`config.mk`:
```
export PLATFORM = sky130hd
export DESIGN_NAME = rgb565_alpha_blend_pixel
export DESIGN_NICKNAME = d
export VERILOG_FILES = /design/src/rtl/core/rgbab_pkg.sv /design/src/rtl/core/rgb565_alpha_blend_pixel.sv
export SDC_FILE = /design/constraint.sdc
export NUM_CORES = 2
export LEC_CHECK = 0
export BUFFER_PORTS_ARGS = -buffer_cell sky130_fd_sc_hd__buf_2
export CORE_MARGIN = 2
export CORE_UTILIZATION = 30
export DETAILED_ROUTE_END_ITERATION = 6
export GPL_TIMING_DRIVEN = 0
export SLEW_MARGIN = 25
export SYNTH_ARGS = -nofsm -noshare
export SYNTH_HDL_FRONTEND = slang
export SYNTH_SLANG_ARGS = --single-unit
```
`constraint.sdc`:
```
create_clock -name clk -period 7.2 [get_ports clk]
set_input_delay 0.72 -clock clk [delete_from_list [all_inputs] [get_ports clk]]
set_output_delay 0.72 -clock clk [all_outputs]
set_load 0.02 [all_outputs]
```
`src/rtl/core/rgbab_pkg.sv`:
```
package rgbab_pkg;

  typedef enum logic [1:0] {
    MODE_CONVERT = 2'd0,
    MODE_BGRA    = 2'd1,
    MODE_WHITE   = 2'd2,
    MODE_TINT    = 2'd3
  } blend_mode_t;

  localparam int unsigned CFG_IDX_W  = 3;
  localparam int unsigned CFG_DATA_W = 13;

  localparam logic [CFG_IDX_W-1:0] REG_BLEND_MODE   = 3'd0;
  localparam logic [CFG_IDX_W-1:0] REG_TINT_RED     = 3'd1;
  localparam logic [CFG_IDX_W-1:0] REG_TINT_GREEN   = 3'd2;
  localparam logic [CFG_IDX_W-1:0] REG_TINT_BLUE    = 3'd3;
  localparam logic [CFG_IDX_W-1:0] REG_TINT_OPACITY = 3'd4;

  localparam int unsigned WEIGHT_W = 17;
  localparam logic [WEIGHT_W-1:0] FULL_WEIGHT = 17'd65536;
  localparam logic [12:0] OPACITY_ONE = 13'd4096;

  localparam logic [7:0] WHITE_5 = 8'd31;
  localparam logic [7:0] WHITE_6 = 8'd63;

endpackage

```
`src/rtl/core/rgb565_alpha_blend_pixel.sv`:
```
// RGB565 alpha blend pixel engine.
// Input channel: in_valid/in_stall with the source pixel (red, green, blue,
// alpha) and the destination RGB565 word. One word is taken at each edge
// where in_valid is high and in_stall is low.
// Output channel: out_valid/out_stall with the new RGB565 word in out_pixel.
// Configuration: cfg_valid/cfg_ready with a register index and data; the
// port is always ready. Registers are blend mode, tint red, green, blue and
// tint opacity. Write them only while no word is in flight.
// A word passes the alpha weight, tint scaling and per-channel multiplier
// stages, then the sum and output register, before out_valid rises.
// The block takes one word per clock while the receiver does not stall;
// each stage holds one word. When the receiver stalls, the output register
// holds its word and a stage freezes only while the stage ahead is full, so
// bubbles are squeezed out and in_stall rises only once the pipeline is full.
// Reset clears all valid bits and returns the registers to convert mode with
// a white, fully opaque tint.
module rgb565_alpha_blend_pixel (
  input  logic                             clk,
  input  logic                             rst_n,
  input  logic                             in_valid,
  output logic                             in_stall,
  input  logic [7:0]                       in_src_red,
  input  logic [7:0]                       in_src_green,
  input  logic [7:0]                       in_src_blue,
  input  logic [7:0]                       in_src_alpha,
  input  logic [15:0]                      in_back_pixel,
  output logic                             out_valid,
  input  logic                             out_stall,
  output logic [15:0]                      out_pixel,
  input  logic                             cfg_valid,
  output logic                             cfg_ready,
  input  logic [rgbab_pkg::CFG_IDX_W-1:0]  cfg_index,
  input  logic [rgbab_pkg::CFG_DATA_W-1:0] cfg_data
);
  import rgbab_pkg::*;

  // Configuration registers.
  blend_mode_t mode_r;
  logic [7:0]  tint_red_r;
  logic [7:0]  tint_green_r;
  logic [7:0]  tint_blue_r;
  logic [12:0] tint_opacity_r;

  assign cfg_ready = 1'b1;

  always_ff @(posedge clk) begin
    if (!rst_n) begin
      mode_r         <= MODE_CONVERT;
      tint_red_r     <= 8'd255;
      tint_green_r   <= 8'd255;
      tint_blue_r    <= 8'd255;
      tint_opacity_r <= OPACITY_ONE;
    end else if (cfg_valid && cfg_ready) begin
      case (cfg_index)
        REG_BLEND_MODE:   mode_r         <= blend_mode_t'(cfg_data[1:0]);
        REG_TINT_RED:     tint_red_r     <= cfg_data[7:0];
        REG_TINT_GREEN:   tint_green_r   <= cfg_data[7:0];
        REG_TINT_BLUE:    tint_blue_r    <= cfg_data[7:0];
        REG_TINT_OPACITY: tint_opacity_r <= cfg_data;
        default: ;
      endcase
    end
  end

  // Pipeline flow control.
  logic s1_valid_r, s2_valid_r, s3_valid_r, out_valid_r;
  logic en1, en2, en3, en4;

  assign en4      = !out_valid_r || !out_stall;
  assign en3      = !s3_valid_r || en4;
  assign en2      = !s2_valid_r || en3;
  assign en1      = !s1_valid_r || en2;
  assign in_stall = !en1;

  always_ff @(posedge clk) begin
    if (!rst_n) begin
      s1_valid_r  <= 1'b0;
      s2_valid_r  <= 1'b0;
      s3_valid_r  <= 1'b0;
      out_valid_r <= 1'b0;
    end else begin
      if (en1) s1_valid_r  <= in_valid;
      if (en2) s2_valid_r  <= s1_valid_r;
      if (en3) s3_valid_r  <= s2_valid_r;
      if (en4) out_valid_r <= s3_valid_r;
    end
  end

  assign out_valid = out_valid_r;

  // Stage 1: alpha weight a*65536/255, which is exactly a*257 plus one at a == 255.
  logic [WEIGHT_W-1:0] s1_weight_nxt, s1_weight_r;
  logic [7:0]          s1_red_r, s1_green_r, s1_blue_r;
  logic [15:0]         s1_back_r;

  assign s1_weight_nxt = WEIGHT_W'({in_src_alpha, in_src_alpha})
                       + WEIGHT_W'(in_src_alpha == 8'hFF);

  always_ff @(posedge clk) begin
    if (en1) begin
      s1_weight_r <= s1_weight_nxt;
      s1_red_r    <= in_src_red;
      s1_green_r  <= in_src_green;
      s1_blue_r   <= in_src_blue;
      s1_back_r   <= in_back_pixel;
    end
  end

  // Stage 2: tint opacity scaling, inverse weight and blend colors.
  logic [12:0]         opacity;
  logic [29:0]         tint_prod;
  logic [WEIGHT_W-1:0] weight;
  logic [WEIGHT_W-1:0] w_rb_nxt, w_g_nxt, inv_nxt;
  logic [7:0]          c_red_nxt, c_green_nxt, c_blue_nxt;

  assign opacity   = (tint_opacity_r > OPACITY_ONE) ? OPACITY_ONE : tint_opacity_r;
  assign tint_prod = 30'(s1_weight_r) * 30'(opacity);

  always_comb begin
    weight      = s1_weight_r;
    w_rb_nxt    = s1_weight_r;
    w_g_nxt     = s1_weight_r;
    c_red_nxt   = 8'd0;
    c_green_nxt = 8'd0;
    c_blue_nxt  = 8'd0;
    case (mode_r)
      MODE_BGRA: begin
        // Source colors stay at 8 bits; the weight carries the 565 scaling.
        w_rb_nxt    = s1_weight_r >> 3;
        w_g_nxt     = s1_weight_r >> 2;
        c_red_nxt   = s1_red_r;
        c_green_nxt = s1_green_r;
        c_blue_nxt  = s1_blue_r;
      end
      MODE_WHITE: begin
        c_red_nxt   = WHITE_5;
        c_green_nxt = WHITE_6;
        c_blue_nxt  = WHITE_5;
      end
      MODE_TINT: begin
        weight      = tint_prod[28:12];
        w_rb_nxt    = tint_prod[28:12];
        w_g_nxt     = tint_prod[28:12];
        c_red_nxt   = {3'd0, tint_red_r[7:3]};
        c_green_nxt = {2'd0, tint_green_r[7:2]};
        c_blue_nxt  = {3'd0, tint_blue_r[7:3]};
      end
      default: ;
    endcase
    inv_nxt = FULL_WEIGHT - weight;
  end

  logic [WEIGHT_W-1:0] s2_w_rb_r, s2_w_g_r, s2_inv_r;
  logic [7:0]          s2_c_red_r, s2_c_green_r, s2_c_blue_r;
  logic [4:0]          s2_back_red_r, s2_back_blue_r;
  logic [5:0]          s2_back_green_r;
  logic [15:0]         s2_conv_r;
  logic                s2_convert_r;

  always_ff @(posedge clk) begin
    if (en2) begin
      s2_w_rb_r       <= w_rb_nxt;
      s2_w_g_r        <= w_g_nxt;
      s2_inv_r        <= inv_nxt;
      s2_c_red_r      <= c_red_nxt;
      s2_c_green_r    <= c_green_nxt;
      s2_c_blue_r     <= c_blue_nxt;
      s2_back_red_r   <= s1_back_r[15:11];
      s2_back_green_r <= s1_back_r[10:5];
      s2_back_blue_r  <= s1_back_r[4:0];
      s2_conv_r       <= {s1_red_r[7:3], s1_green_r[7:2], s1_blue_r[7:3]};
      s2_convert_r    <= (mode_r == MODE_CONVERT);
    end
  end

  // Stage 3: background and color products per channel.
  logic [21:0] s3_bk_red_r, s3_bk_blue_r;
  logic [22:0] s3_bk_green_r;
  logic [24:0] s3_tm_red_r, s3_tm_green_r, s3_tm_blue_r;
  logic [15:0] s3_conv_r;
  logic        s3_convert_r;

  always_ff @(posedge clk) begin
    if (en3) begin
      s3_bk_red_r   <= 22'(s2_back_red_r) * 22'(s2_inv_r);
      s3_bk_green_r <= 23'(s2_back_green_r) * 23'(s2_inv_r);
      s3_bk_blue_r  <= 22'(s2_back_blue_r) * 22'(s2_inv_r);
      s3_tm_red_r   <= 25'(s2_c_red_r) * 25'(s2_w_rb_r);
      s3_tm_green_r <= 25'(s2_c_green_r) * 25'(s2_w_g_r);
      s3_tm_blue_r  <= 25'(s2_c_blue_r) * 25'(s2_w_rb_r);
      s3_conv_r     <= s2_conv_r;
      s3_convert_r  <= s2_convert_r;
    end
  end

  // Stage 4: sum, drop the 16 fraction bits and pack.
  logic [25:0] sum_red, sum_green, sum_blue;
  logic [15:0] pixel_nxt, pixel_r;

  assign sum_red   = 26'(s3_bk_red_r) + 26'(s3_tm_red_r);
  assign sum_green = 26'(s3_bk_green_r) + 26'(s3_tm_green_r);
  assign sum_blue  = 26'(s3_bk_blue_r) + 26'(s3_tm_blue_r);

  assign pixel_nxt = s3_convert_r ? s3_conv_r
                   : {sum_red[20:16], sum_green[21:16], sum_blue[20:16]};

  always_ff @(posedge clk) begin
    if (en4) pixel_r <= pixel_nxt;
  end

  assign out_pixel = pixel_r;

endmodule

```
==> reports/summary.txt <==
Status -> completed
Core ar. -> 131000 µm²
Number of global-route vias before repair -> 28322
Crit path largest cell delay -> 0.65 ns
R2R setup slack -> 0.23 ns
Top_reg_cell synth -> edfxtp_1
CTS tree -> built
First-pass GRT wire length -> 165000 µm
Routed vias/inst -> 4.74
Min-Delay Path Depth -> 1
Slew Limit Fails -> 0
Gpl congestion -> 0.870
Hold_ws -> 0.282 ns
Worst relative slew slack -> 0.338
Asr flop ratio synth -> 0
Wire length on met1 -> 48500 µm
PortBufs -> 85
Setup violators final -> 0
Antenna violations before repair -> 6
Final WL -> 105000 µm
Beginning of the worst hold path -> in_src_green[7]
CP max-delay cell -> edfxtp_1
Largest net degree at the start of global routing -> 77
Endpoint, Worst Hold -> s1_green_r[7]$_DFFE_PN_
Crit Path Class -> flip-flop to flip-flop
Synth top area share -> 0.289
GRT overflow -> 0
Critical Path, Cell by Cell -> clkbuf_1 > nand2_1 > fa_1 > fa_1 > inv_1 > fa_1 > fa_1 > inv_1 > fa_1 > inv_1 > ha_1 > a211o_1 > a21oi_1 > nor3_1 > o211a_1 > o2111a_1 > nor3_2 > nand3_1 > and4bb_2 > nand4_1 > xor2_1
Maximum fanout along the worst path -> 10
Commonest cells post-synth -> nand2_1, inv_1, fa_1
Drt drc -> 0
Root Buffer -> clkbuf_16
DP Wirelength -> 85000 µm
Area grow syn2layout -> 11.5%
Number of DRC markers in iteration 0 -> 1950
Min Clock Period, post-route -> 6.97 ns
Nets -> 5048
Setup crit end kind -> flip-flop
Row count -> 133
Crit path arrival time -> 7.33 ns
Critical path required time -> 7.56 ns
Mapped Area -> 39500 µm²
Max clock buf depth -> 3
Fraction of layout cells with a size suffix above 1 -> 0.0596
Register area share after synthesis -> 0.264
Die extent in x -> 367 µm
Largest cells by area after synthesis -> fa_1, edfxtp_1, ha_1
Total clock sinks -> 359
Non-filler cells, final -> 5884
Worst vdd ir -> 0.000184 V
Static leakage -> 0.0195 µW
Top Layer Used -> met5
Post-synth EDFFs -> 324
Initial Util -> 0.301
Placed cell count -> 5805
Period utilization -> 0.968
Clock slew at reported path FFs -> 0.06 ns
Die Ht -> 367 µm
WL met2 -> 47100 µm
Count of state elements after synthesis -> 359
Final hold viol count -> 0
CTS Buf Count -> 43
Power Density -> 178 nW/µm²
Crit path launch type -> flip-flop
WP depth -> 21
Most frequent CP cell -> fa_1
Routed wire per std cell -> 17.8 µm
Reg-to-Reg Start -> s1_weight_r[8]$_DFFE_PN_
CP delay by family, top -> adder cells
Max cap viols -> 0
Syn_area_per_cell -> 9.97 µm²
IO Pins -> 88
TritonRoute pass-1 iters -> 5
# diodes -> 0
Synth warn -> 0
Buf/Inv on CP -> 4
Synth Net Count -> 4913
GRT Util Overall -> 0.157
Vias post-DR -> 27887
Max frequency -> 143 MHz
R2R Path End -> s2_inv_r[16]$_DFFE_PP_
Metal3 WL -> 6380 µm
Most frequent cell after synthesis -> nand2_1
Worst hold-check path type -> primary input to flip-flop
Worst slew pin tran -> 0.980 ns
Setup WS post-layout -> 0.230 ns
Die ar. -> 135000 µm²
Largest area contributor in the netlist -> fa_1
Post-Place Worst Slack -> -0.581 ns
Clk_lat worst skew -> 0.61 ns
Final Skew -> 0.0383 ns
Cells after Synth -> 3960
Routed Antenna Nets -> 0
H-Tree Depth -> 2
Reg2reg path depth -> 21
Synth unique cells -> 72
==> placed cells by master (no fill, tap or decap), types with 27 or more instances in the layout <==
| cell type | instances |
|---|---|
| xor2_1 | 41 |
| xnor2_1 | 136 |
| edfxtp_1 | 324 |
| and3_1 | 27 |
| o21ai_0 | 58 |
| buf_2 | 86 |
| nand3_1 | 39 |
| clkbuf_16 | 43 |
| and2_1 | 389 |
| dfxtp_1 | 34 |
| fa_1 | 569 |
| nand2_1 | 664 |
| inv_1 | 583 |
| clkbuf_1 | 119 |
| nor3_1 | 42 |
| nor2_1 | 142 |
| a21o_1 | 44 |
| ha_1 | 313 |
| a21oi_1 | 128 |
==> metrics by stage <==
step	TNS, ns	cell area (µm²)	util	total power [µW]
2_1_floorplan	0	39500	-	4630
3_3_place_gp	-4.26	42100	0.321	5380
3_5_place_dp	-5.10	42300	0.323	5430
4_1_cts	0	43900	0.335	7950
5_1_grt	-0.00120	44000	0.336	8360
6_report	0	44000	0.336	7860
==> flip-flops by register name (all words and copies together) (netlist names), 15 cells and up <==
name	cells
s3_tm_red_r	21
s1_weight_r	17
s3_tm_blue_r	21
s3_tm_green_r	22
out_pixel	16
s2_w_rb_r	17
s3_conv_r	16
s3_bk_red_r	21
s2_w_g_r	15
s2_inv_r	17
s1_back_r	16
s3_bk_blue_r	21
s3_bk_green_r	22
s2_conv_r	16
==> worst max-delay path by stage <==
| stage | start | endpoint |
|---|---|---|
| detailed placement | tint_opacity_r[12]$_SDFFE_PN1P_ | s2_inv_r[16]$_DFFE_PP_ |
| finish | s1_weight_r[8]$_DFFE_PN_ | s2_inv_r[16]$_DFFE_PP_ |
| global placement | tint_opacity_r[12]$_SDFFE_PN1P_ | s2_inv_r[16]$_DFFE_PP_ |
| global route | tint_opacity_r[12]$_SDFFE_PN1P_ | s2_inv_r[16]$_DFFE_PP_ |
| floorplan | tint_opacity_r[12]$_SDFFE_PN1P_ | s2_inv_r[15]$_DFFE_PP_ |
| CTS | tint_opacity_r[12]$_SDFFE_PN1P_ | s2_inv_r[16]$_DFFE_PP_ |
==> cell type report <==
class	instances	area, µm²
buffer	149	616
timing repair buffer	95	593
clock inverter	35	520
tap	1755	2200
sequential	359	10400
clock buffer	44	1080
inverter	586	2210
multi-input combinational	2861	26400
fill	13313	86900
==> what timing repair did <==
| item | CTS | global route |
|---|---|---|
| setup endpoints to repair | 23 | 16 |
| pin swaps | 0 | 1 |
| setup buffers | 1 | 4 |
| resized for setup | 24 | 58 |
| hold buffers | 0 | 0 |
==> per-layer routing <==
layer,GRT usage,vias up
met5,0,-
met4,0.0400,2
met3,0.0250,129
met2,0.250,798
met1,0.222,14099
li1,-,12859
==> power by group <==
group	total (µW)	internal (µW)	switching [µW]
registers	2840	2650	199
clock network	2480	1510	972
logic	2530	1060	1470
total	7860	5210	2650
==> logic make-up (layout without fill, tap and decap cells) <==
family                   count (synthesis)  in the layout  synth area share
buffers and inverters                  740            909            0.0705
XOR/XNOR                               178            178            0.0397
flip-flops                             359            359             0.264
AND/OR/NAND/NOR                       1393           1393             0.168
AO/OA/AOI/OAI                          382            382            0.0634
multiplexers                            23             23           0.00593
adder cells (fa/ha/maj)                884            884             0.388
other                                    1              1         0.0000950
Note: power is estimated with default switching activity, not from simulation.
